==> src/rtl/core/stft_fifo.sv <==
`default_nettype none

module stft_fifo #(
  parameter int WIDTH = 8,
  parameter int DEPTH = 2
) (
  input  logic                       clk,
  input  logic                       rst,
  input  logic                       push,
  input  logic [WIDTH-1:0]           push_data,
  input  logic                       pop,
  output logic [WIDTH-1:0]           head,
  output logic                       not_empty,
  output logic                       full,
  output logic [$clog2(DEPTH+1)-1:0] level
);

  localparam int PW = (DEPTH > 1) ? $clog2(DEPTH) : 1;
  localparam int LW = $clog2(DEPTH+1);

  logic [WIDTH-1:0] slots [DEPTH];
  logic [PW-1:0]    wr_ptr;
  logic [PW-1:0]    rd_ptr;
  logic             push_ok;
  logic             pop_ok;

  assign not_empty = (level != '0);
  assign full      = (level == LW'(DEPTH));
  assign head      = slots[rd_ptr];
  assign push_ok   = push && !full;
  assign pop_ok    = pop && not_empty;

  // Storage
  always_ff @(posedge clk) begin
    if (push_ok) begin
      slots[wr_ptr] <= push_data;
    end
  end

  // Pointers and fill level
  always_ff @(posedge clk) begin
    if (rst) begin
      wr_ptr <= '0;
      rd_ptr <= '0;
      level  <= '0;
    end else begin
      if (push_ok) begin
        wr_ptr <= (wr_ptr == PW'(DEPTH-1)) ? '0 : wr_ptr + 1'b1;
      end
      if (pop_ok) begin
        rd_ptr <= (rd_ptr == PW'(DEPTH-1)) ? '0 : rd_ptr + 1'b1;
      end
      case ({push_ok, pop_ok})
        2'b10:   level <= level + 1'b1;
        2'b01:   level <= level - 1'b1;
        default: level <= level;
      endcase
    end
  end

endmodule

`default_nettype wire

==> config.mk <==
export PLATFORM = sky130hd
export DESIGN_NAME = stft_fifo
export DESIGN_NICKNAME = d
export VERILOG_FILES = /design/src/rtl/core/stft_fifo.sv
export SDC_FILE = /design/constraint.sdc
export NUM_CORES = 1
export LEC_CHECK = 0
export BUFFER_PORTS_ARGS = -buffer_cell sky130_fd_sc_hd__buf_2
export CORE_MARGIN = 2
export CORE_UTILIZATION = 45
export DETAILED_ROUTE_END_ITERATION = 8
export PLACE_DENSITY = 0.73
export SYNTH_ARGS = -nofsm -noshare
export SYNTH_HDL_FRONTEND = slang
export SYNTH_SLANG_ARGS = --single-unit
==> constraint.sdc <==
create_clock -name clk -period 2.2 [get_ports clk]
set_clock_uncertainty 0.15 [all_clocks]
set_input_delay 0 -clock clk [delete_from_list [all_inputs] [get_ports clk]]
set_output_delay 0 -clock clk [all_outputs]
set_load 0.02 [all_outputs]
; After elaboration in Yosys (flattened, before gate mapping)
; Memories as Yosys holds them, arrays and structs flattened. A register that Yosys moved wholly into a read port is not among the register bits.
; Index checks and enable logic that the tools add are counted.
; Widths: inputs -> output; s select.
[op_classes]
addsub = 4
eq_ne = 3
n_mux = 7
reduce_logical = 5
[ops]
columns = op, n
row1 = $mux 1, 6
row2 = $eq 2x2->1 const B, 2
row3 = $pmux 2 s2, 1
row4 = $reduce_bool 2->1, 2
row5 = $add 1x1->1 const B, 2
row6 = $add 2x1->2 const B, 1
row7 = $eq 2x1->1 const B, 1
row8 = $logic_and 1x1->1, 2
row9 = $sub 2x1->2 const B, 1
row10 = $logic_not 1->1, 1
[totals]
regBits = 4
ramBits = 16
wordCells = 23
mem_count = 1
[mem_list]
columns = name, words, width, rd, rd_clocked_by_memory_dff, write_ports, line_no
row1 = slots, 2, 8, 1, 1, 1, 21  ; logic [WIDTH-1:0] slots [DEPTH];

; Longest topological paths before layout
; Gate-level depths: netlist (run 1).
[depth]
word_depth = 5
ltp_mapped = 6
ltp_nobuf = 6

; Least setup slack after synthesis (run 1)
; No wires, ideal clock.
[synth_path]
path_type = register to register
from = register level[0]
to = memory slots[0][0] (enable)
setup_time_ns = 0.324
t_arrival_ns = 1.288
required_time_ns = 1.726
setup_slack_ns = 0.438
stages_incl_launch_ff = 5
n_path_buf = 0
path_cell_list = dfxtp_1 -> nand2b_2 -> inv_2 -> or3_1 -> inv_1
[synth_via]
elab_chain_len = 5
[synth_lines]
columns = item, line_no
row1 = from (decl), 15  ; output logic [$clog2(DEPTH+1)-1:0] level
row2 = from (signal assigned), 54  ; 2'b10: level <= level + 1'b1;
row3 = from (signal assigned), 55  ; 2'b01: level <= level - 1'b1;
row4 = from (signal assigned), 56  ; default: level <= level;
row5 = $eq 2x2->1, 28  ; assign full = (level == LW'(DEPTH));
row6 = named net full, 14  ; output logic full,
row7 = $logic_not 1->1, 30  ; assign push_ok = push && !full;
row8 = $logic_and 1x1->1, 30
row9 = $mux 1, 35  ; if (push_ok) begin
row10 = $mux 1 (not written as such), 36  ; slots[wr_ptr] <= push_data;
row11 = to (decl), 21
; The timed path passes the listed nets, and every way through them passes these cells.

; Worst setup path after layout (run 1)
[layout_path]
from = register level[0]
to = memory slots[0][1] (enable)
[layout_via]
elab_chain_len = 5
[layout_lines]
columns = item, line_no
row1 = $eq 2x2->1, 28
row2 = $logic_not 1->1, 30
row3 = $logic_and 1x1->1, 30
row4 = $mux 1, 35
row5 = $mux 1 (not written as such), 36
; No other way between the ends.

==> results.ini, run 1 <==
[status]
status=completed

[global_routing]
grt_max_degree=13
antenna_found_initial=0
met1_usage_pct=16.8
overflow=0
busiest_layer=met2
grtUsageMet3_pct=3.53
grt_pass1_wl_mm=1.99
use_met2_pct=21.1
grt_pass1_vias=493
grt_usage_pct=13.9

[synthesis]
synthTopCellsByCount=16 x edfxtp_1, 8 x mux2_2, 5 x dfxtp_1
synth_fa_ha_area_share_pct=1.56
ys_seq_elements=21
syn_area_sq_um=801
synth-compound-area-share_pct=3.44
yosysTopAreaCellShare_pct=60.0
synth_cells=51
synth_top_family_by_area=multiplexers
ys_async_sr_fraction_pct=0
netlist-cell-type-count=18
synth.largest_area_cell=edfxtp_1
ys_warn_count=0
synth-main-ff-cell=edfxtp_1
ys_top_cells_by_area=edfxtp_1 60%, dfxtp_1 13%, mux2_2 11%, xnor2_1 2.2%, ha_1 1.6%
avgSynthCellArea_sq_um=15.7
synth_xor_area_share_pct=3.28
synthesis.nets=64
yosys.cell_count.top_type=edfxtp_1
synthSimpleGateAreaFrac_pct=6.09
synth_edf_count=16
synthMuxAreaShare_pct=11.2
ys_seq_area_share_pct=72.5

[setup_path]
start_kind=flip-flop
worstPathMaxFanout=8
crit_arrival_ns=1.55
worst_setup_path_end_kind=flip-flop
reg2reg_from=level[0]$_SDFFE_PP0P_
path_class=flip-flop to flip-flop
cp.required_ns=2.03
critPathLaunch=level[0]$_SDFFE_PP0P_

[clocking]
cts_max_level=1
clk_pin_slew_ns=0.11
cts.path.max_buffers=2
cts_root_buffer=clkbuf_4
cts.sinks=21
cts_tree=done
post_cts_resized=0
cts_inserted_buffers=3
clkLatencyLatePin_ns=0.29

[pwr]
power.density_nw_per_um2=1110
peakVddDrop_uv=680
power.leakage_nw=0.452

[min_path]
worstHoldStart=push_data[6]
hp-class=input pin to flip-flop

[die]
chipHeight_microns=46.2
die_x_microns=46.2
io_pins=24
core_area_sq_um=1710
dieArea_sq_um=2130
floorplan.rows=15
initial_core_util_pct=46.9

[detailed_routing]
first_pass_iters=2
via_per_inst=4.53
wl_per_cell_microns=11.8
first_iter_violations=3
vias=516
ant_nets=0
wirelength_mm=1.35
drc=0

[placement]
hpwl_microns=886
place_congestion=0.684
io_buffers=23

[cells_and_area]
ff_latch_area_sq_um=581
nets=103
fillers=131
multiInputGateArea_sq_um=205
layout-drive-gt1-share_pct=42.7
antenna_cells=0
area_delta_synth_final_pct=36.3

[timing]
period_share_pct=78.2
hold_violations=0
worst_pin_slew_ns=0.389
slew_headroom_pct=74.1
finalSetupViolCount=0
tns_ns=0
max_freq_ghz=0.581
fin_hold_ws_ns=0.276
drv_slew=0
rsz0062_at_grt=false
layout_min_cycle_time_ns=1.72

[job]
maxCapViolCount=0

-- sequential cells by signal (all words and copies together) (netlist names), named ones only --
register  cells
slots        16
wr_ptr        1
rd_ptr        1
level         2
-- path summary, 6_finish.rpt --
check,to,slack [ns],cells past startpoint
worst max-delay path,slots[0][1]$_DFFE_PP_,0.48,4
worst min-delay path,slots[1][6]$_DFFE_PP_,0.28,2
worst max register to register,slots[0][1]$_DFFE_PP_,0.48,4
worst min register to register,wr_ptr$_SDFFE_PP0N_,0.36,2
-- per-stage QoR --
step	total power [mW]	util (%)	setup WS, ns	instance area, sq um	instances
finish	1.21	63.9	0.479	1090	114
global route	1.28	63.9	0.364	1090	114
CTS	1.23	63.9	0.460	1090	114
detailed placement	1.02	55.2	0.491	943	98
global placement	1.01	55.2	0.563	943	98
floorplan	0.891	-	0.438	801	51
-- power breakdown --
part | switching [mW] | internal (mW) | leakage [nW] | total, mW
combinational | 0.247 | 0.214 | 0.243 | 0.461
sequential | 0.0618 | 0.510 | 0.191 | 0.572
clock | 0.110 | 0.0676 | 0.0177 | 0.178
-- cell type report --
class,instances,area share [%]
Sequential cell,21,53.2
Timing Repair Buffer,35,21.6
Tap cell,25,2.87
Inverter,3,1.03
Multi-Input combinational cell,26,18.8
Clock inverter,1,0.459
Clock buffer,3,2.06
-- layout by cell type (no fill, tap or decap), types with 2 or more instances in the layout --
cell type      instances
a21oi_1                2
buf_2                 23
clkbuf_4               3
dfxtp_1                5
dlygate4sd3_1         12
edfxtp_1              16
inv_1                  2
mux2_2                 8
nor2_1                 3
o21ai_0                2
or3_1                  2
xnor2_1                2
-- cells by family after synthesis --
kind of cell             count (synthesis)
AND/OR/NAND/NOR                          9
AO/OA/AOI/OAI                            5
adder cells (fa/ha/maj)                  1
XOR/XNOR                                 3
flip-flops                              21
buffers and inverters                    4
multiplexers                             8
-- timing repair --
| action | in CTS | in global routing |
|---|---|---|
| endpoints found under the setup margin | 0 | 0 |
| endpoints found under the hold margin | 21 | 0 |
| hold buffers | 12 | 0 |
| buffers inserted | 0 | 0 |
-- per-layer routing --
metal,part of all wire [%],wire [microns]
met1,46,612
met5,0,0
met4,1.4,19
met2,48,650
met3,4.6,62
-- critical path, cell delays in order (launching register included) --
cell and delay (ns):
dfxtp_1 0.44, nand2b_2 0.18, inv_2 0.04, or3_1 0.32, inv_1 0.27
No activity file was read; power rests on OpenSTA's default activity.
==> run 2: changes to the inputs <==
==> constraint.sdc (replaced) <==
create_clock -name clk -period 1.8 [get_ports clk]
set_clock_uncertainty 0.15 [all_clocks]
set_input_delay 0 -clock clk [delete_from_list [all_inputs] [get_ports clk]]
set_output_delay 0 -clock clk [all_outputs]
set_load 0.02 [all_outputs]
==> results.ini, run 2 (synthesis gave the netlist of run 1 again) <==
[status]
status=completed

[pwr]
power.leakage_nw=0.446  ; -1.5%
power.density_nw_per_um2=1360  ; +22%
peakVddDrop_uv=833  ; +23%

[detailed_routing]
wirelength_mm=1.34  ; -0.59%
wl_per_cell_microns=11.7  ; -0.59%
via_per_inst=4.50  ; -0.58%
first_pass_iters=3  ; +1
vias=513  ; -0.58%
drc=0  ; unchanged
ant_nets=0  ; unchanged
first_iter_violations=5  ; +2

[min_path]
hold_depth=2  ; unchanged
hp-class=input pin to flip-flop

[setup_path]
critPathBufInv=0  ; -2
max_stage_delay_ns=0.44  ; about the same
crit_cells=5  ; +1
start_kind=flip-flop
crit_slowest_cell=dfxtp_1
cp_top_family=simple AND/OR/NAND/NOR gates
crit_arrival_ns=1.78  ; +0.23 ns
cp.required_ns=1.89  ; -0.14 ns
r2r_cells=5  ; +1
worst_setup_path_end_kind=flip-flop
worstPathMaxFanout=6  ; -2
path_class=flip-flop to flip-flop
cp_cell_sequence=nand2b_2 -> nand2_1 -> ha_1 -> or3_1 -> a21oi_1
ff2ff_setup_slack_ns=0.11  ; -0.37 ns

[clocking]
cts_root_buffer=clkbuf_4
cts.sinks=21  ; unchanged
cts_inserted_buffers=3  ; unchanged
cts.path.max_buffers=2  ; unchanged
clk_pin_slew_ns=0.11  ; about the same
cts_tree=done
cts_max_level=1  ; unchanged
post_cts.repair.setup_buffers=0  ; unchanged
clkLatencyLatePin_ns=0.29  ; about the same

[timing]
fin_hold_ws_ns=0.274  ; -0.00243 ns
drv_slew=0  ; unchanged
hold_violations=0  ; unchanged
tns_ns=0  ; unchanged
layout_min_cycle_time_ns=1.69  ; -0.0304 ns
finalSetupViolCount=0  ; unchanged
max_freq_ghz=0.592  ; +1.8%
rsz0062_at_grt=false
worst_slack_ns=0.110  ; -0.370 ns
slew_headroom_pct=74.2  ; +0.17 points
period_share_pct=93.9  ; +16 points
worst_pin_slew_ns=0.386  ; -0.00258 ns

[die]
floorplan.rows=15  ; unchanged
dieArea_sq_um=2130  ; unchanged
io_pins=24  ; unchanged
core_area_sq_um=1710  ; unchanged
die_x_microns=46.2  ; unchanged
initial_core_util_pct=46.9  ; unchanged
chipHeight_microns=46.2  ; unchanged

[cells_and_area]
antenna_cells=0  ; unchanged
final_cells=114  ; unchanged
largest-register=slots
nets=103  ; unchanged
area_delta_synth_final_pct=36.7
final_cell_mix=23 x buf_2, 16 x edfxtp_1, 12 x dlygate4sd3_1
reg_top3=slots (16), level (2)
mostFrequentLayoutCell=buf_2
layout-drive-gt1-share_pct=43.8  ; +1.1 points
largest_reg_flops=16  ; unchanged

[placement]
hpwl_microns=886  ; unchanged
io_buffers=23  ; unchanged
placed_cells=98  ; unchanged
place_congestion=0.684  ; about the same
pre_cts_ws_ns=0.0910  ; -0.400 ns

[global_routing]
grt_pass1_vias=493  ; unchanged
grt_usage_pct=13.9  ; unchanged
grt_max_degree=13  ; unchanged
overflow=0  ; unchanged
antenna_found_initial=0  ; unchanged
grt_pass1_wl_mm=1.99  ; unchanged

[job]
maxCapViolCount=0  ; unchanged

run 2: cell types whose count changed in the layout (fill, tap and decap cells not counted):
| cell | delta |
|---|---|
| inv_1 | -1 |
| clkinvlp_4 | +1 |
run 2: final timing paths:
path / start / endpoint
worst max-delay path: level[0]$_SDFFE_PP0P_ / level[1]$_SDFFE_PP0P_
worst min-delay path: push_data[4] / slots[0][4]$_DFFE_PP_
worst min register to register: wr_ptr$_SDFFE_PP0N_ / wr_ptr$_SDFFE_PP0N_
worst max register to register: level[0]$_SDFFE_PP0P_ / level[1]$_SDFFE_PP0P_
run 2: metal layers:
layer / global-route usage [%] / routed length, microns / vias up
li1: - / - / 257
met1: 16.8 / 607 / 240
met2: 21.1 / 655 / 14
met3: 3.53 / 57 / 2
met4: 10.3 / 17 / 0
met5: 0 / 0 / -
run 2: power by group:
group / internal, mW / switching (mW) / leakage [nW]
Clock: 0.0827 / 0.138 / 0.0177
Combinational: 0.263 / 0.304 / 0.237
Sequential: 0.623 / 0.0755 / 0.191
run 2: per-stage QoR:
step	cell area, sq um	util (%)	power, mW
after CTS	1090	63.9	1.50
after global routing	1090	64.1	1.57
final	1090	64.1	1.49
after floorplan	801	-	1.09
after global placement	943	55.2	1.24
after detailed placement	943	55.2	1.25
run 2: repair_timing:
item / 4_1_cts / 5_1_grt
hold buffers: 12 / 0
setup endpoints to repair: 0 / 8
gates resized for setup: 0 / 1
endpoints found under the hold margin: 21 / 0
run 2: cell type report:
cell class	instances	area, sq um
timing repair buffer	35	235
clock inverter	1	5.00
fill	131	613
clock buffer	3	22.5
multi-input combinational	26	205
sequential	21	581
inverter	3	15.0
tap	25	31.3
==> run 3: changes to the inputs <==
--- a/config.mk
+++ b/config.mk
@@ -9,7 +9,7 @@
 export CORE_MARGIN = 2
 export CORE_UTILIZATION = 45
 export DETAILED_ROUTE_END_ITERATION = 8
-export PLACE_DENSITY = 0.73
+export PLACE_DENSITY_LB_ADDON = 0.12
 export SYNTH_ARGS = -nofsm -noshare
 export SYNTH_HDL_FRONTEND = slang
 export SYNTH_SLANG_ARGS = --single-unit
==> results.ini, run 3 (synthesis gave the netlist of run 1 again) <==
[die]
floorplan.rows=15  ; unchanged
core_area_sq_um=1710  ; unchanged
die_x_microns=46.2  ; unchanged
initial_core_util_pct=46.9  ; unchanged
dieArea_sq_um=2130  ; unchanged
io_pins=24  ; unchanged
chipHeight_microns=46.2  ; unchanged

[global_routing]
grt_usage_pct=13.4  ; -0.47 points
overflow=0  ; unchanged
grt_pass1_wl_mm=1.92  ; -3.5%
grt_pass1_vias=451  ; -8.5%
antenna_found_initial=0  ; unchanged
grt_max_degree=13  ; unchanged

[timing]
worst_pin_slew_ns=0.407  ; +0.0206 ns
period_share_pct=91.6  ; -2.3 points
finalSetupViolCount=0  ; unchanged
layout_min_cycle_time_ns=1.65  ; -0.0406 ns
worst_slack_ns=0.150  ; +0.0406 ns
slew_headroom_pct=72.9  ; -1.4 points
drv_slew=0  ; unchanged
max_freq_ghz=0.606  ; +2.5%
tns_ns=0  ; unchanged
rsz0062_at_grt=false
hold_violations=0  ; unchanged

[placement]
hpwl_microns=901  ; +1.7%
place_congestion=0.670  ; -2.0%
io_buffers=23  ; unchanged
placed_cells=98  ; unchanged
pre_cts_ws_ns=0.109  ; +0.0183 ns

[min_path]
hp-class=input pin to flip-flop
worstHoldStart=push_data[1]
hold_depth=2  ; unchanged
worstHoldEndpoint=slots[0][1]$_DFFE_PP_

[cells_and_area]
reg_top3=slots (16), level (2)
layout-drive-gt1-share_pct=44.3  ; +0.50 points
area_delta_synth_final_pct=35.2
final_cell_mix=23 x buf_2, 16 x edfxtp_1, 11 x dlygate4sd3_1
largest_reg_flops=16  ; unchanged
largest-register=slots
antenna_cells=0  ; unchanged
final_core_util_pct=63.4  ; -0.73 points
mostFrequentLayoutCell=buf_2
nets=102  ; -0.97%
final_cells=113  ; -0.88%

[detailed_routing]
via_per_inst=4.62  ; +2.7%
wl_per_cell_microns=11.8  ; +0.73%
first_iter_violations=5  ; unchanged
drc=0  ; unchanged
vias=522  ; +1.8%
wirelength_mm=1.34  ; -0.15%
ant_nets=0  ; unchanged
first_pass_iters=3  ; unchanged

[setup_path]
start_kind=flip-flop
r2r-end=level[1]$_SDFFE_PP0P_
ff2ff_setup_slack_ns=0.15  ; +0.04 ns
worst_setup_path_end_kind=flip-flop
crit_arrival_ns=1.74  ; -0.04 ns
r2r_cells=4  ; -1
worstPathMaxFanout=6  ; unchanged
reg2reg_from=level[1]$_SDFFE_PP0P_
cp.required_ns=1.89  ; about the same
path_class=flip-flop to flip-flop

[clocking]
post_cts.repair.setup_buffers=0  ; unchanged
cts_inserted_buffers=3  ; unchanged
cts.path.max_buffers=2  ; unchanged
cts.sinks=21  ; unchanged
cts_tree=done
clk_pin_slew_ns=0.11  ; about the same
clkLatencyLatePin_ns=0.30  ; about the same
cts_root_buffer=clkbuf_4
cts_max_level=1  ; unchanged

[job]
maxCapViolCount=0  ; unchanged

[status]
status=completed

[pwr]
power.leakage_nw=0.446  ; +0.12%
peakVddDrop_uv=936  ; +12%
power.density_nw_per_um2=1370  ; +0.66%
power_mw=1.48  ; -0.49%

-- run 3: cell types whose count changed in the layout (fill, tap and decap cells not counted), sizes merged --
cell	before	now
dlygate4sd3	12	11
inv	2	3
clkinvlp	1	0
-- run 3: what timing repair did --
action,4_1_cts,5_1_grt
resized for setup,0,1
endpoints found under the setup margin,0,1
hold buffers,11,0
endpoints found under the hold margin,21,0
-- run 3: power by group --
group / internal, mW / total (mW) / switching (mW)
combinational: 0.251 / 0.556 / 0.306
clock: 0.0828 / 0.222 / 0.139
sequential: 0.626 / 0.702 / 0.0753
total: 0.960 / 1.48 / 0.520
-- run 3: worst max-delay path by stage --
stage	startpoint	end	slack, ns	cells past startpoint
after global placement	level[0]$_SDFFE_PP0P_	slots[0][6]$_DFFE_PP_	0.17	4
final	level[1]$_SDFFE_PP0P_	level[1]$_SDFFE_PP0P_	0.15	4
after detailed placement	level[0]$_SDFFE_PP0P_	slots[0][4]$_DFFE_PP_	0.11	4
after global routing	level[1]$_SDFFE_PP0P_	level[1]$_SDFFE_PP0P_	0.05	4
after floorplan	level[0]$_SDFFE_PP0P_	slots[0][0]$_DFFE_PP_	0.04	4
after CTS	level[0]$_SDFFE_PP0P_	slots[0][2]$_DFFE_PP_	0.1	4
-- run 3: layout make-up --
cell class / count / area, sq um
well taps: 25 / 31.3
clock inverters: 1 / 5.00
repair buffers: 34 / 225
multi-input cells: 26 / 205
fillers: 118 / 626
inverters: 3 / 11.3
flip-flops and latches: 21 / 582
clock buffers: 3 / 22.5
-- run 3: metal layers --
| metal | GRT usage, % | wire length (microns) | vias to the layer above |
|---|---|---|---|
| met4 | 6.86 | 0 | 0 |
| met1 | 15.9 | 607 | 249 |
| met2 | 21.4 | 678 | 13 |
| met5 | 0 | 0 | - |
| li1 | - | - | 260 |
| met3 | 4.71 | 48 | 0 |
-- run 3: critical path: stages, from the launching register on --
cell and delay (ns):
dfxtp_1 0.38, o21a_1 0.23, ha_1 0.34, or3_1 0.35, a21oi_1 0.14
-- run 3: through the flow --
step | instance area, sq um | hold WS [ns]
6_report | 1080 | 0.265
5_1_grt | 1080 | 0.250
4_1_cts | 1080 | 0.254
3_5_place_dp | 943 | 0.0430
3_3_place_gp | 943 | 0.0456
2_1_floorplan | 801 | -0.0809
