`config.mk`:
```
export PLATFORM = sky130hd
export DESIGN_NAME = stft_front
export DESIGN_NICKNAME = d
export VERILOG_FILES = /design/src/rtl/core/stft_pkg.sv /design/src/rtl/core/stft_front.sv
export SDC_FILE = /design/constraint.sdc
export NUM_CORES = 1
export LEC_CHECK = 0
export BUFFER_PORTS_ARGS = -buffer_cell sky130_fd_sc_hd__buf_2
export CAP_MARGIN = 20
export CELL_PAD_IN_SITES_DETAIL_PLACEMENT = 1
export CELL_PAD_IN_SITES_GLOBAL_PLACEMENT = 1
export CORE_MARGIN = 3
export CORE_UTILIZATION = 25
export DETAILED_ROUTE_END_ITERATION = 10
export GPL_TIMING_DRIVEN = 0
export PLACE_DENSITY_LB_ADDON = 0.1
export SLEW_MARGIN = 20
export SYNTH_ARGS = -nofsm -noshare
export SYNTH_HDL_FRONTEND = slang
export SYNTH_SLANG_ARGS = --single-unit
```
`constraint.sdc`:
```
create_clock -name clk -period 3 [get_ports clk]
set_input_delay 0 -clock clk [delete_from_list [all_inputs] [get_ports clk]]
set_output_delay 0 -clock clk [all_outputs]
set_load 0.02 [all_outputs]
```
`src/rtl/core/stft_pkg.sv`:
```
`default_nettype none

package stft_pkg;

  // Field widths
  localparam int ROW_W     = 5;
  localparam int COL_W     = 5;
  localparam int VAL_W     = 32;
  localparam int DIM_W     = 6;
  localparam int CNT_OUT_W = 7;

  // Stream data widths, padded to whole bytes
  localparam int IN_TDATA_W  = 48;
  localparam int OUT_TDATA_W = 56;

  // Config register indexes
  localparam int         CFG_IDX_W    = 1;
  localparam logic [0:0] CFG_NUM_ROWS = 1'b0;
  localparam logic [0:0] CFG_NUM_COLS = 1'b1;
  localparam logic [DIM_W-1:0] DIM_RESET = 6'd32;

  // Queue depths
  localparam int CMDQ_DEPTH = 4;
  localparam int OUTQ_DEPTH = 2;

  typedef struct packed {
    logic [ROW_W-1:0] row;
    logic [COL_W-1:0] col;
    logic [VAL_W-1:0] value;
  } triplet_t;

  // Work handed from the front to the back
  typedef struct packed {
    logic     keep;   // entry to store
    logic     last;   // end of matrix, run the transpose
    logic     drop;   // some entry of this matrix was dropped
    triplet_t ent;
  } cmd_t;

  typedef struct packed {
    logic                   dropped;
    logic [CNT_OUT_W-1:0]   entry_count;
    logic                   last_out;
    logic signed [VAL_W-1:0] value;
    logic [COL_W-1:0]       col;
    logic [ROW_W-1:0]       row;
  } res_t;

  localparam int CMD_W = $bits(cmd_t);
  localparam int RES_W = $bits(res_t);
  localparam int TRI_W = $bits(triplet_t);

endpackage

`default_nettype wire

```
`src/rtl/core/stft_front.sv`:
```
`default_nettype none

module stft_front #(
  parameter int MAX_DIM     = 32,
  parameter int MAX_ENTRIES = 64
) (
  input  logic                                clk,
  input  logic                                rst,
  // config writes
  input  logic                                cfg_valid,
  output logic                                cfg_ready,
  input  logic [stft_pkg::CFG_IDX_W-1:0]      cfg_index,
  input  logic [stft_pkg::DIM_W-1:0]          cfg_data,
  // input stream
  input  logic                                s_tvalid,
  output logic                                s_tready,
  input  logic [stft_pkg::IN_TDATA_W-1:0]     s_tdata,
  input  logic                                s_tuser,
  input  logic                                s_tlast,
  // command queue
  input  logic                                q_full,
  output logic                                q_push,
  output stft_pkg::cmd_t                      q_cmd
);

  import stft_pkg::*;

  localparam int KW = $clog2(MAX_ENTRIES+1);

  logic [DIM_W-1:0] num_rows;
  logic [DIM_W-1:0] num_cols;
  logic [KW-1:0]    kept;
  logic             drop_acc;

  logic [ROW_W-1:0] in_row;
  logic [COL_W-1:0] in_col;
  logic [VAL_W-1:0] in_value;
  logic             in_range;
  logic             store_full;
  logic             keep;
  logic             drop;
  logic             accept;

  assign cfg_ready = 1'b1;
  assign s_tready  = !q_full;
  assign accept    = s_tvalid && s_tready;

  // Unpack and classify the incoming triplet
  always_comb begin
    in_row     = s_tdata[ROW_W-1:0];
    in_col     = s_tdata[ROW_W+COL_W-1:ROW_W];
    in_value   = s_tdata[ROW_W+COL_W+VAL_W-1:ROW_W+COL_W];
    in_range   = ({1'b0, in_row} < num_rows) && ({1'b0, in_col} < num_cols)
                 && (int'(in_row) < MAX_DIM) && (int'(in_col) < MAX_DIM);
    store_full = (kept == KW'(MAX_ENTRIES));
    keep       = s_tuser && in_range && !store_full;
    drop       = s_tuser && !keep;

    q_push       = accept && (keep || s_tlast);
    q_cmd.keep   = keep;
    q_cmd.last   = s_tlast;
    q_cmd.drop   = drop_acc || drop;
    q_cmd.ent    = '{row: in_row, col: in_col, value: in_value};
  end

  // Config registers
  always_ff @(posedge clk) begin
    if (rst) begin
      num_rows <= DIM_RESET;
      num_cols <= DIM_RESET;
    end else if (cfg_valid && cfg_ready) begin
      case (cfg_index)
        CFG_NUM_ROWS: num_rows <= cfg_data;
        CFG_NUM_COLS: num_cols <= cfg_data;
        default:      ;
      endcase
    end
  end

  // Per-matrix fill count and sticky drop
  always_ff @(posedge clk) begin
    if (rst) begin
      kept     <= '0;
      drop_acc <= 1'b0;
    end else if (accept) begin
      if (s_tlast) begin
        kept     <= '0;
        drop_acc <= 1'b0;
      end else begin
        if (keep) begin
          kept <= kept + 1'b1;
        end
        if (drop) begin
          drop_acc <= 1'b1;
        end
      end
    end
  end

endmodule

`default_nettype wire

```
Word-level counts from Yosys, hierarchy flattened
Index checks and enable logic that the tools add are counted.

Add/sub/neg operators: 1. Order comparisons: 2. Equality and inequality tests: 1. Muxes and demuxes: 4. Bitwise gates (word level): 1. Reductions and logical operators: 17.

Operators with widths (count): $mux 7 (2); $lt 5x6->1 (2); $reduce_and 2->1 (4); $add 7x1->7 const B (1); $eq 7x7->1 const B (1); $logic_and 1x1->1 (6); $reduce_bool 2->1 (2); $logic_not 1->1 (3); $logic_or 1x1->1 (2); $mux 1 (2); $not 1->1 (1).

Bits in registers: 20. Output and inout bits: 48. Word-level logic and storage cells: 30.

Longest topological paths before layout
Gate-level depths: netlist (run 1).

Depth in word-level cells: 8. Depth in mapped cells: 10.

Worst setup path after synthesis (run 1)
OpenSTA, ideal clock, no wires.

Kind: register -> register. From: reg num_cols[3]. To: reg kept[0]. Arrival: 2.072 ns. Data required time: 2.871 ns. Slack: 0.799 ns. Stages on the path, launching flop included: 10. Path buffers: 1. Clock period less this slack: 2.201 ns. Cells stage by stage: dfxtp_1 > inv_1 > ha_1 > a21oi_1 > nor3b_1 > or4_4 > or2_1 > buf_6 > a21oi_2 > o31ai_1.

Longest elaborated chain between the ends: 6.

Ends and longest elaborated chain: start, declared (line stft_front.sv:31) `logic [DIM_W-1:0] num_cols;`; start signal, assigned (line stft_front.sv:74) `CFG_NUM_COLS: num_cols <= cfg_data;`; $lt 5x6->1 (line stft_front.sv:53) `in_range = ({1'b0, in_row} < num_rows) && ({1'b0, in_col} < num_cols)`; $logic_and 1x1->1 (line stft_front.sv:53); $logic_and 1x1->1 (2 in series) (line stft_front.sv:56) `keep = s_tuser && in_range && !store_full;`; $reduce_bool 2->1 (no line); $reduce_and 2->1 (no line); end signal, assigned (line stft_front.sv:91) `kept <= kept + 1'b1;`; end, declared (line stft_front.sv:32) `logic [KW-1:0] kept;`.

Every way passes these cells. A chain may end at the register's enable or synchronous reset.

Worst setup path after layout (run 1)
From: reg num_cols[3]. To: out q_push.

Longest elaborated chain between the ends: 6.

Ends and longest elaborated chain: $lt 5x6->1 (line stft_front.sv:53); $logic_and 1x1->1 (line stft_front.sv:53); $logic_and 1x1->1 (2 in series) (line stft_front.sv:56); $logic_or 1x1->1 (line stft_front.sv:59) `q_push = accept && (keep || s_tlast);`; $logic_and 1x1->1 (line stft_front.sv:59); end, declared (line stft_front.sv:22) `output logic q_push,`.

Every way passes these cells.

==> results of run 1 <==
-- stage by stage --
stage | std cells | util | area [µm²]
floorplan | 184 | - | 1490
global placement | 326 | 0.341 | 1930
detailed placement | 326 | 0.341 | 1930
CTS | 336 | 0.365 | 2060
global route | 336 | 0.365 | 2060
finish | 336 | 0.365 | 2060
-- routing by layer --
metal	vias to the layer above	routed length, µm	track usage
met3	2	327	0.0347
met5	-	0	0
li1	740	-	-
met2	73	2130	0.221
met4	0	21	0.0178
met1	661	1840	0.161
-- report_power, final --
part	leakage, µW	internal, µW	switching, µW	total, µW
clock network	0.0000357	178	97.6	276
registers	0.000163	275	5.97	280
logic	0.000801	106	118	224
total	0.00100	559	221	780
-- area by class of cell --
type                            instances  share of cell area
Buffer                                 49               0.175
Timing Repair Buffer                   76               0.200
Multi-Input combinational cell         98               0.321
Clock inverter                          1              0.0146
Sequential cell                        20               0.195
Tap cell                               72              0.0438
Clock buffer                            3              0.0201
Inverter                               17              0.0316
-- registers in the layout, indices dropped and copies added, names as in the netlist --
| signal | cells |
|---|---|
| drop_acc | 1 |
| num_rows | 6 |
| kept | 7 |
| num_cols | 6 |
-- path summary, 6_finish.rpt --
path	slack, ps	endpoint
hold / removal	60	num_cols[2]
hold reg to reg	460	num_cols[4]
setup reg to reg	610	kept[5]
setup / recovery	460	q_push
-- cells by family (layout without fill, tap and decap cells) --
kind of cell             after synthesis  in the layout  share of synthesized area
AO/OA/AOI/OAI                         30             30                      0.136
adder cells (fa/ha/maj)               10             10                     0.0842
multiplexers                           5              5                     0.0337
flip-flops                            20             20                      0.270
buffers and inverters                 66            146                      0.286
other                                  1              1                    0.00252
AND/OR/NAND/NOR                       52             52                      0.188
-- worst min-delay path, delay by kind of cell --
| kind | cells | cell delay [ps] |
|---|---|---|
| buffers and inverters | 1 | 140 |
| AO/OA/AOI/OAI | 1 | 50 |
| AND/OR/NAND/NOR | 1 | 90 |
-- cells in the final DEF (no fill, tap or decap), types with 2 or more instances in the layout --
cell type / synthesis / routed
nand2_1: 13 / 13
nand2b_1: 3 / 3
buf_2: 0 / 70
nor3_1: 4 / 4
inv_1: 16 / 16
nor2_1: 10 / 10
dfxtp_1: 20 / 20
o31ai_1: 2 / 2
buf_4: 45 / 45
dlygate4sd3_1: 0 / 6
o311ai_1: 2 / 2
ha_1: 10 / 10
clkbuf_8: 0 / 3
mux2i_1: 5 / 5
clkbuf_1: 3 / 3
nand4b_1: 5 / 5
nand3_1: 8 / 8
a31oi_1: 4 / 4
a21oi_1: 11 / 11
a211o_1: 2 / 2
nor3b_1: 2 / 2
-- synth_stat cells, types with 3 or more instances --
cell type / instances / area (µm²)
inv_1: 16 / 60.1
nor3_1: 4 / 20.0
clkbuf_1: 3 / 11.3
nand2_1: 13 / 48.8
dfxtp_1: 20 / 400
mux2i_1: 5 / 50.1
nor2_1: 10 / 37.5
buf_4: 45 / 338
nand3_1: 8 / 40.0
nand2b_1: 3 / 18.8
a21oi_1: 11 / 55.1
nand4b_1: 5 / 43.8
a31oi_1: 4 / 25.0
ha_1: 10 / 125
==> run_results.csv, run 1 <==
group,metric,value,unit
run_status,status,"finished, final reports clean",
power_and_ir_drop,power_density,379,nW/µm²
critical_path,critPathLaunchType,"flop",
timing,worstMarginPinSlew,555,ps
clock_tree,worst_skew_pair.late_latency,260,ps
clock_tree,clock_path_buffers,2,
synthesis,synth_nets,256,
clock_tree,hold_buffers,6,
worst_hold_path,holdPathStages,3,
global_routing,grt_antenna_before_repair,0,
clock_tree,h-tree-depth,1,
cells_and_area,n_fill_cell,724,
worst_hold_path,worstHoldStart,"cfg_index",
critical_path,startpoint,"num_cols[3]",
critical_path,crit_family,"simple AND/OR/NAND/NOR gates",
synthesis,yosysWarningCount,0,
synthesis,syn_area,1490,µm²
synthesis,ys_ff_latch,20,
synthesis,syn_avg_cell_area,8.07,µm²
synthesis,synth_cells,184,
power_and_ir_drop,p_total,780,µW
synthesis,yosysSeqAreaShare,0.270,
cells_and_area,register_area,400,µm²
place,gp_congestion,0.715,
timing,skew,8.74,ps
critical_path,r2r_cells,9,
global_routing,first_global_vias,1534,
route,drt_iter0_drc,43,
worst_hold_path,hold_class,"input port to flop",
floorplanning,die_h,83.1,µm
clock_tree,path_clk_slew,90,ps
timing,whs,56.5,ps
clock_tree,cts_resized,0,
timing,rsz0062_at_grt,"no",
cells_and_area,syn2layout_area_growth,38.5,%
floorplanning,rows,27,
critical_path,path_class,"flop to output pin",
flow_run,drv_cap,0,
critical_path,critPathSlowestCell,"or4_4",
floorplanning,dieArea,6900,µm²
synthesis,synthArstFlopShare,0,
timing,fmax,394,MHz
cells_and_area,antenna-diode-count,0,
route,drc,0,
critical_path,cp-end-kind,"output pin",
critical_path,r2r_start,"num_cols[3]",
critical_path,cp.depth,9,
timing,setup-tns-final,0,ps
floorplanning,dieWidth,83.1,µm
critical_path,crit_fanout,7,
power_and_ir_drop,cellLeakagePower,0.00100,µW
clock_tree,post_cts_buffers,0,
clock_tree,cts_tree,"done",
route,vias_per_cell,4.39,
synthesis,ys_types,37,
timing,period_share,0.845,
critical_path,critPathRequiredTime,3000,ps
global_routing,grt_usage,0.127,
timing,setup_slack,465,ps
clock_tree,cts_buffers,3,
critical_path,path_buf_inv,3,
timing,setup_viol,0,
route,drtPass1Iterations,4,
floorplanning,core_region_area,5640,µm²
critical_path,slowest_delay,550,ps
critical_path,cp_cell_sequence,"inv_1 -> ha_1 -> a21oi_1 -> nor3b_1 -> or4_4 -> or2_1 -> buf_6 -> a21oi_2 -> buf_2",
critical_path,cp_data_arrival_time,2540,ps
cells_and_area,multiInputGateArea,659,µm²
place,pre_cts_ws,619,ps
floorplanning,start_util,0.263,
clock_tree,cts_sinks,20,
route,ant_nets,0,
place,port_buffers,70,
timing,slew-limit-headroom,0.630,
power_and_ir_drop,ir_drop,281,µV
global_routing,overflow,0,
global_routing,grt_pass1_wl,7380,µm
synthesis,synth_edf_count,0,
route,post_drt_wl_per_cell,12.9,µm
timing,slew_viol_final,0,
route,via_count,1476,
global_routing,grt_max_degree,13,
cells_and_area,drive_above_1_share,0.473,
floorplanning,ioPinCount,110,
timing,post-route-min-period,2540,ps
synthesis,ys.flop_type,"dfxtp_1",
timing,hold_violations,0,
route,wl,4320,µm
cells_and_area,layout.nets,337,
clock_tree,clockRootBuffer,"clkbuf_8",
place,hpwl,3560,µm
Power figures use the tool's default switching activity.
==> run 2: changes to the inputs <==
ABC_AREA = 1   (was default)
CORE_UTILIZATION = 24   (was 25)
clock period = 2.25 ns   (was 3 ns; I/O delays follow)
==> run 2 against run 1 <==
- largest power group unchanged
- largest cell class unchanged
- total power increased by 41%
- utilization down 2.0 points
- first-iteration DRC count grew 33%
==> run_results.csv, run 2 <==
group,metric,value,unit
timing,fmax,536,MHz
synthesis,synthArstFlopShare,0,
synthesis,ys.flop_type,"dfxtp_1",
clock_tree,clockRootBuffer,"clkbuf_8",
timing,skew,2.28,ps
critical_path,slowest_delay,320,ps
critical_path,crit_family,"simple AND/OR/NAND/NOR gates",
cells_and_area,layout_commonest_cell,"buf_2",
clock_tree,post_cts_buffers,0,
timing,period_share,0.829,
timing,setup_viol,0,
synthesis,yosysWarningCount,0,
clock_tree,path_clk_slew,80,ps
route,via_count,1574,
clock_tree,cts_tree,"done",
power_and_ir_drop,combPwrFrac,0.309,
floorplanning,dieArea,7620,µm²
synthesis,syn_avg_cell_area,6.84,µm²
clock_tree,cts_sinks,20,
critical_path,critPathRequiredTime,2250,ps
global_routing,grt_max_degree,13,
synthesis,synth_top_area_cell,"dfxtp_1",
synthesis,syn_area,1590,µm²
cells_and_area,antenna-diode-count,0,
route,drc,0,
global_routing,grt_use_met3,0.0114,
synthesis,ys_ff_latch,20,
worst_hold_path,hold_class,"input port to flop",
power_and_ir_drop,p_int,768,µW
global_routing,first_global_vias,1407,
cells_and_area,regMostFlops,"kept",
floorplanning,ioPinCount,110,
critical_path,crit_path_frequent_cell,"nand2_1",
flow_run,drv_cap,0,
run_status,status,"finished, final reports clean",
global_routing,grt.met2_usage,0.164,
power_and_ir_drop,seqPwrFrac,0.356,
route,post_drt_wl_per_cell,10.5,µm
route,vias_per_cell,4.11,
global_routing,overflow,0,
synthesis,synth_top_area_frac,0.252,
place,place_area,2030,µm²
place,hpwl,3390,µm
cells_and_area,syn2layout_area_growth,33.8,%
critical_path,path_buf_inv,3,
critical_path,cp_data_arrival_time,1870,ps
place,gp_congestion,0.773,
timing,hold_violations,0,
power_and_ir_drop,ir_drop,190,µV
cells_and_area,layout.nets,381,
critical_path,path_class,"flop to output pin",
cells_and_area,n_fill_cell,805,
timing,setup-tns-final,0,ps
global_routing,top_usage_layer,"met2",
timing,rsz0062_at_grt,"no",
global_routing,grt_usage,0.105,
global_routing,grt_pass1_wl,6370,µm
synthesis,synth_nets,304,
power_and_ir_drop,cellLeakagePower,0.00119,µW
timing,post-route-min-period,1870,ps
place,port_buffers,70,
global_routing,grt_use_met1,0.145,
clock_tree,h-tree-depth,1,
floorplanning,dieWidth,87.3,µm
place,pre_cts_ws,594,ps
global_routing,grt_antenna_before_repair,0,
critical_path,cp-end-kind,"output pin",
synthesis,ys_types,24,
synthesis,synth_edf_count,0,
cells_and_area,largest_reg_flops,7,
synthesis,yosysSeqAreaShare,0.252,
timing,whs,11.4,ps
critical_path,cp_cell_sequence,"inv_1 -> ha_1 -> nand2_1 -> nand2_1 -> nand2_1 -> nand2_1 -> nor2_4 -> nand3_4 -> buf_6 -> nand2_1 -> buf_2",
floorplanning,start_util,0.257,
clock_tree,worst_skew_pair.late_latency,260,ps
synthesis,yosysMostFrequentCell,"buf_4",
cells_and_area,final_cell_mix,"buf_2, buf_4, nand2_1",
critical_path,critPathSlowestCell,"dfxtp_1",
route,drtPass1Iterations,4,
power_and_ir_drop,p_total,1100,µW
timing,slew_viol_final,0,
cells_and_area,largestRegisters,"kept x7, num_cols x6, num_rows x6",
power_and_ir_drop,power_density,518,nW/µm²
cells_and_area,drive_above_1_share,0.422,
synthesis,synth_common_cells,"buf_4, nand2_1, inv_1",
power_and_ir_drop,p_clk_frac,0.334,
clock_tree,cts_resized,0,
critical_path,critPathLaunchType,"flop",
clock_tree,cts_buffers,3,
critical_path,crit_fanout,10,
power_and_ir_drop,swShare,0.302,
power_and_ir_drop,switchingPower,332,µW
synthesis,synth_cells,232,
synthesis,synthTopCellsByArea,"dfxtp_1, buf_4, nand2_1, inv_1, ha_1",
route,ant_nets,0,
floorplanning,core_region_area,6170,µm²
route,wl,4030,µm
timing,setup_slack,384,ps
floorplanning,rows,28,
cells_and_area,final_area,2120,µm²
route,drt_iter0_drc,57,
floorplanning,die_h,87.3,µm
clock_tree,clock_path_buffers,2,
-- run 2: worst register-to-register path: stages (launching register included) --
cell     delay (ps)
dfxtp_1         320
inv_1            50
ha_1            280
nand2_1          60
nand2_1          50
nand2_1          70
nand2_1          90
nor2_4          160
nand3_4         110
buf_6           160
a21oi_1         130
nor2_1           60
-- run 2: per-stage QoR --
step / std cells / utilization
after floorplan: 232 / -
after global placement: 377 / 0.329
after detailed placement: 377 / 0.329
after CTS: 383 / 0.344
after global routing: 383 / 0.344
final: 383 / 0.344
-- run 2: cell type report --
cell class | count | area [µm²] | share of cell area
repair buffers | 72 | 370 | 0.175
multi-input cells | 126 | 678 | 0.320
well taps | 75 | 93.8 | 0.0442
flip-flops and latches | 20 | 400 | 0.189
inverters | 38 | 143 | 0.0672
clock buffers | 3 | 41.3 | 0.0195
plain buffers | 48 | 365 | 0.172
clock inverters | 1 | 30.0 | 0.0142
-- run 2: what timing repair did --
| item | CTS | global route |
|---|---|---|
| endpoints found under the setup margin | 0 | 0 |
| hold buffers | 2 | 0 |
| hold endpoints to repair | 3 | 0 |
-- run 2: logic make-up after synthesis --
logic type / count (synthesis) / synth area share
XOR/XNOR: 1 / 0.00552
adder cells (fa/ha/maj): 10 / 0.0789
other: 1 / 0.00236
AND/OR/NAND/NOR: 83 / 0.238
AO/OA/AOI/OAI: 31 / 0.103
buffers and inverters: 86 / 0.320
flip-flops: 20 / 0.252
-- run 2: worst paths after layout --
kind / startpoint / end / slack [ps] / depth (start not counted)
worst min-delay path: cfg_data[0] / num_rows[0] / 10 / 3
worst max register to register: num_rows[3] / kept[5] / 600 / 11
worst min register to register: num_cols[2] / num_cols[2] / 460 / 2
worst max-delay path: num_rows[3] / q_push / 380 / 11
-- run 2: power groups by stage --
stage          sequential [µW]  combinational [µW]  clock [µW]
2_1_floorplan              396                 246           0
3_3_place_gp               400                 340           0
3_5_place_dp               400                 344           0
4_1_cts                    392                 348         384
5_1_grt                    395                 383         397
6_report                   392                 340         368
-- run 2: per-layer routing --
layer | vias up | wire length (µm)
met1 | 666 | 1920
met4 | 0 | 41
met5 | - | 0
met2 | 82 | 1650
li1 | 824 | -
met3 | 2 | 413
==> run 3: changes to the inputs <==
CORE_UTILIZATION = 25   (was 24)
clock period = 1.8 ns   (was 2.25 ns; I/O delays follow)
==> run 3 against run 2 <==
- sequential power grew 25%
- highest routed layer unchanged
- register-to-register slack lost 420 ps
- via count grew 0.76%
- critical path type unchanged
- count of clock-buffer cells in the layout is the same
- critical endpoint is now q_cmd[44]
==> run_results.csv, run 3 (synthesized netlist as in run 2, its figures left out) <==
group,metric,value,unit
run_status,status,"finished, final reports clean",
place,place_area,2030,µm²
floorplanning,rows,28,
global_routing,grt_use_met3,0.0183,
power_and_ir_drop,cellLeakagePower,0.00121,µW
critical_path,critPathRequiredTime,1800,ps
floorplanning,core_region_area,6030,µm²
cells_and_area,largestRegisters,"kept x7, num_cols x6, num_rows x6",
critical_path,cp-end-kind,"output pin",
cells_and_area,final_cell_count_no_fill,386,
power_and_ir_drop,ir_drop,269,µV
cells_and_area,drive_above_1_share,0.463,
clock_tree,cts_sinks,20,
timing,period_share,0.927,
global_routing,first_global_vias,1429,
route,drtPass1Iterations,4,
cells_and_area,layout.nets,384,
cells_and_area,n_fill_cell,802,
cells_and_area,final_area,2200,µm²
cells_and_area,syn2layout_area_growth,38.8,%
critical_path,cp_data_arrival_time,1670,ps
clock_tree,path_clk_slew,90,ps
floorplanning,dieWidth,85.7,µm
clock_tree,cts_tree,"done",
floorplanning,dieArea,7340,µm²
timing,skew,6.62,ps
cells_and_area,layout_commonest_cell,"buf_2",
cells_and_area,regMostFlops,"kept",
route,drt_iter0_drc,56,
place,gp_congestion,0.714,
global_routing,top_usage_layer,"met2",
floorplanning,die_h,85.7,µm
route,via_count,1586,
clock_tree,h-tree-depth,1,
timing,fmax,600,MHz
power_and_ir_drop,p_total,1410,µW
timing,setup_viol,0,
cells_and_area,largest_reg_flops,7,
flow_run,drv_cap,0,
route,drc,0,
global_routing,grt_pass1_wl,6470,µm
global_routing,grt_use_met1,0.155,
global_routing,grt_antenna_before_repair,0,
global_routing,overflow,0,
critical_path,path_class,"flop to output pin",
floorplanning,ioPinCount,110,
timing,setup-tns-final,0,ps
global_routing,grt.met2_usage,0.160,
place,hpwl,3360,µm
route,ant_nets,0,
clock_tree,worst_skew_pair.late_latency,270,ps
cells_and_area,antenna-diode-count,0,
global_routing,grt_max_degree,14,
route,wl,4020,µm
timing,slew_viol_final,0,
place,port_buffers,70,
global_routing,grt_usage,0.108,
critical_path,critPathLaunchType,"flop",
cells_and_area,final_cell_mix,"buf_2, buf_4, nand2_1",
route,post_drt_wl_per_cell,10.4,µm
route,vias_per_cell,4.11,
clock_tree,cts_buffers,3,
clock_tree,clock_path_buffers,2,
worst_hold_path,hold_class,"input port to flop",
power_and_ir_drop,power_density,642,nW/µm²
timing,post-route-min-period,1670,ps
place,placed_cells_incl_taps,377,
critical_path,crit_fanout,3,
clock_tree,clockRootBuffer,"clkbuf_8",
timing,hold_violations,0,
floorplanning,start_util,0.263,
run 3: cell types whose count changed in the layout (fill, tap and decap cells not counted):
cell | before | now
buf_2 | 71 | 68
buf_4 | 45 | 49
buf_6 | 2 | 3
dfxtp_1 | 20 | 19
dfxtp_2 | 0 | 1
dlygate4sd3_1 | 2 | 3
ha_1 | 10 | 8
ha_4 | 0 | 2
inv_1 | 36 | 33
inv_2 | 1 | 4
nand2_1 | 43 | 38
nand2_2 | 1 | 6
nor3_1 | 2 | 1
nor3_2 | 0 | 1
run 3: final timing paths:
check	from	to	slack [ps]	cells past startpoint
setup reg to reg	num_rows[4]	kept[3]	180	11
hold / removal	s_tuser	drop_acc	8	3
hold reg to reg	num_rows[4]	num_rows[4]	460	2
setup / recovery	num_cols[4]	q_cmd[44]	130	11
run 3: area by class of cell:
cell class,count,area (µm²),area share
clock buffer,3,41.3,0.0188
clock inverter,1,30.0,0.0136
sequential,20,402,0.182
inverter,38,143,0.0648
buffer,47,354,0.161
timing repair buffer,76,418,0.190
tap,75,93.8,0.0426
multi-input combinational,126,721,0.327
run 3: per-layer routing:
metal  vias up  wire length, µm
met1       673             1910
li1        830                -
met5         -                0
met2        79             1660
met4         0               59
met3         4              387
run 3: power by group:
part | switching (µW) | internal [µW] | leakage (µW)
clock | 172 | 297 | 0.0000357
combinational | 244 | 210 | 0.00101
sequential | 18.8 | 472 | 0.000165
total | 435 | 979 | 0.00121
run 3: repair_timing:
| item | in CTS | in global routing |
|---|---|---|
| gates resized for setup | 2 | 15 |
| buffers inserted | 1 | 2 |
| setup endpoints to repair | 1 | 4 |
| pin swaps | 1 | 4 |
| endpoints found under the hold margin | 4 | 0 |
| hold buffers | 3 | 0 |
run 3: worst max-delay path, cell delays in order, from the launching register on:
cell and delay [ps]:
dfxtp_1 310, inv_1 50, ha_1 280, inv_2 40
nor3_2 140, nand2_1 70, nand2_1 80, inv_2 60
nand2_2 80, inv_1 40, buf_4 110, buf_4 140
run 3: per-stage QoR:
stage	setup WS [ps]	utilization	hold slack, ps
2_1_floorplan	223	-	69.1
3_3_place_gp	155	0.337	199
3_5_place_dp	134	0.337	204
4_1_cts	5.63	0.354	17.5
5_1_grt	-7.49	0.365	26.1
6_report	132	0.365	7.66
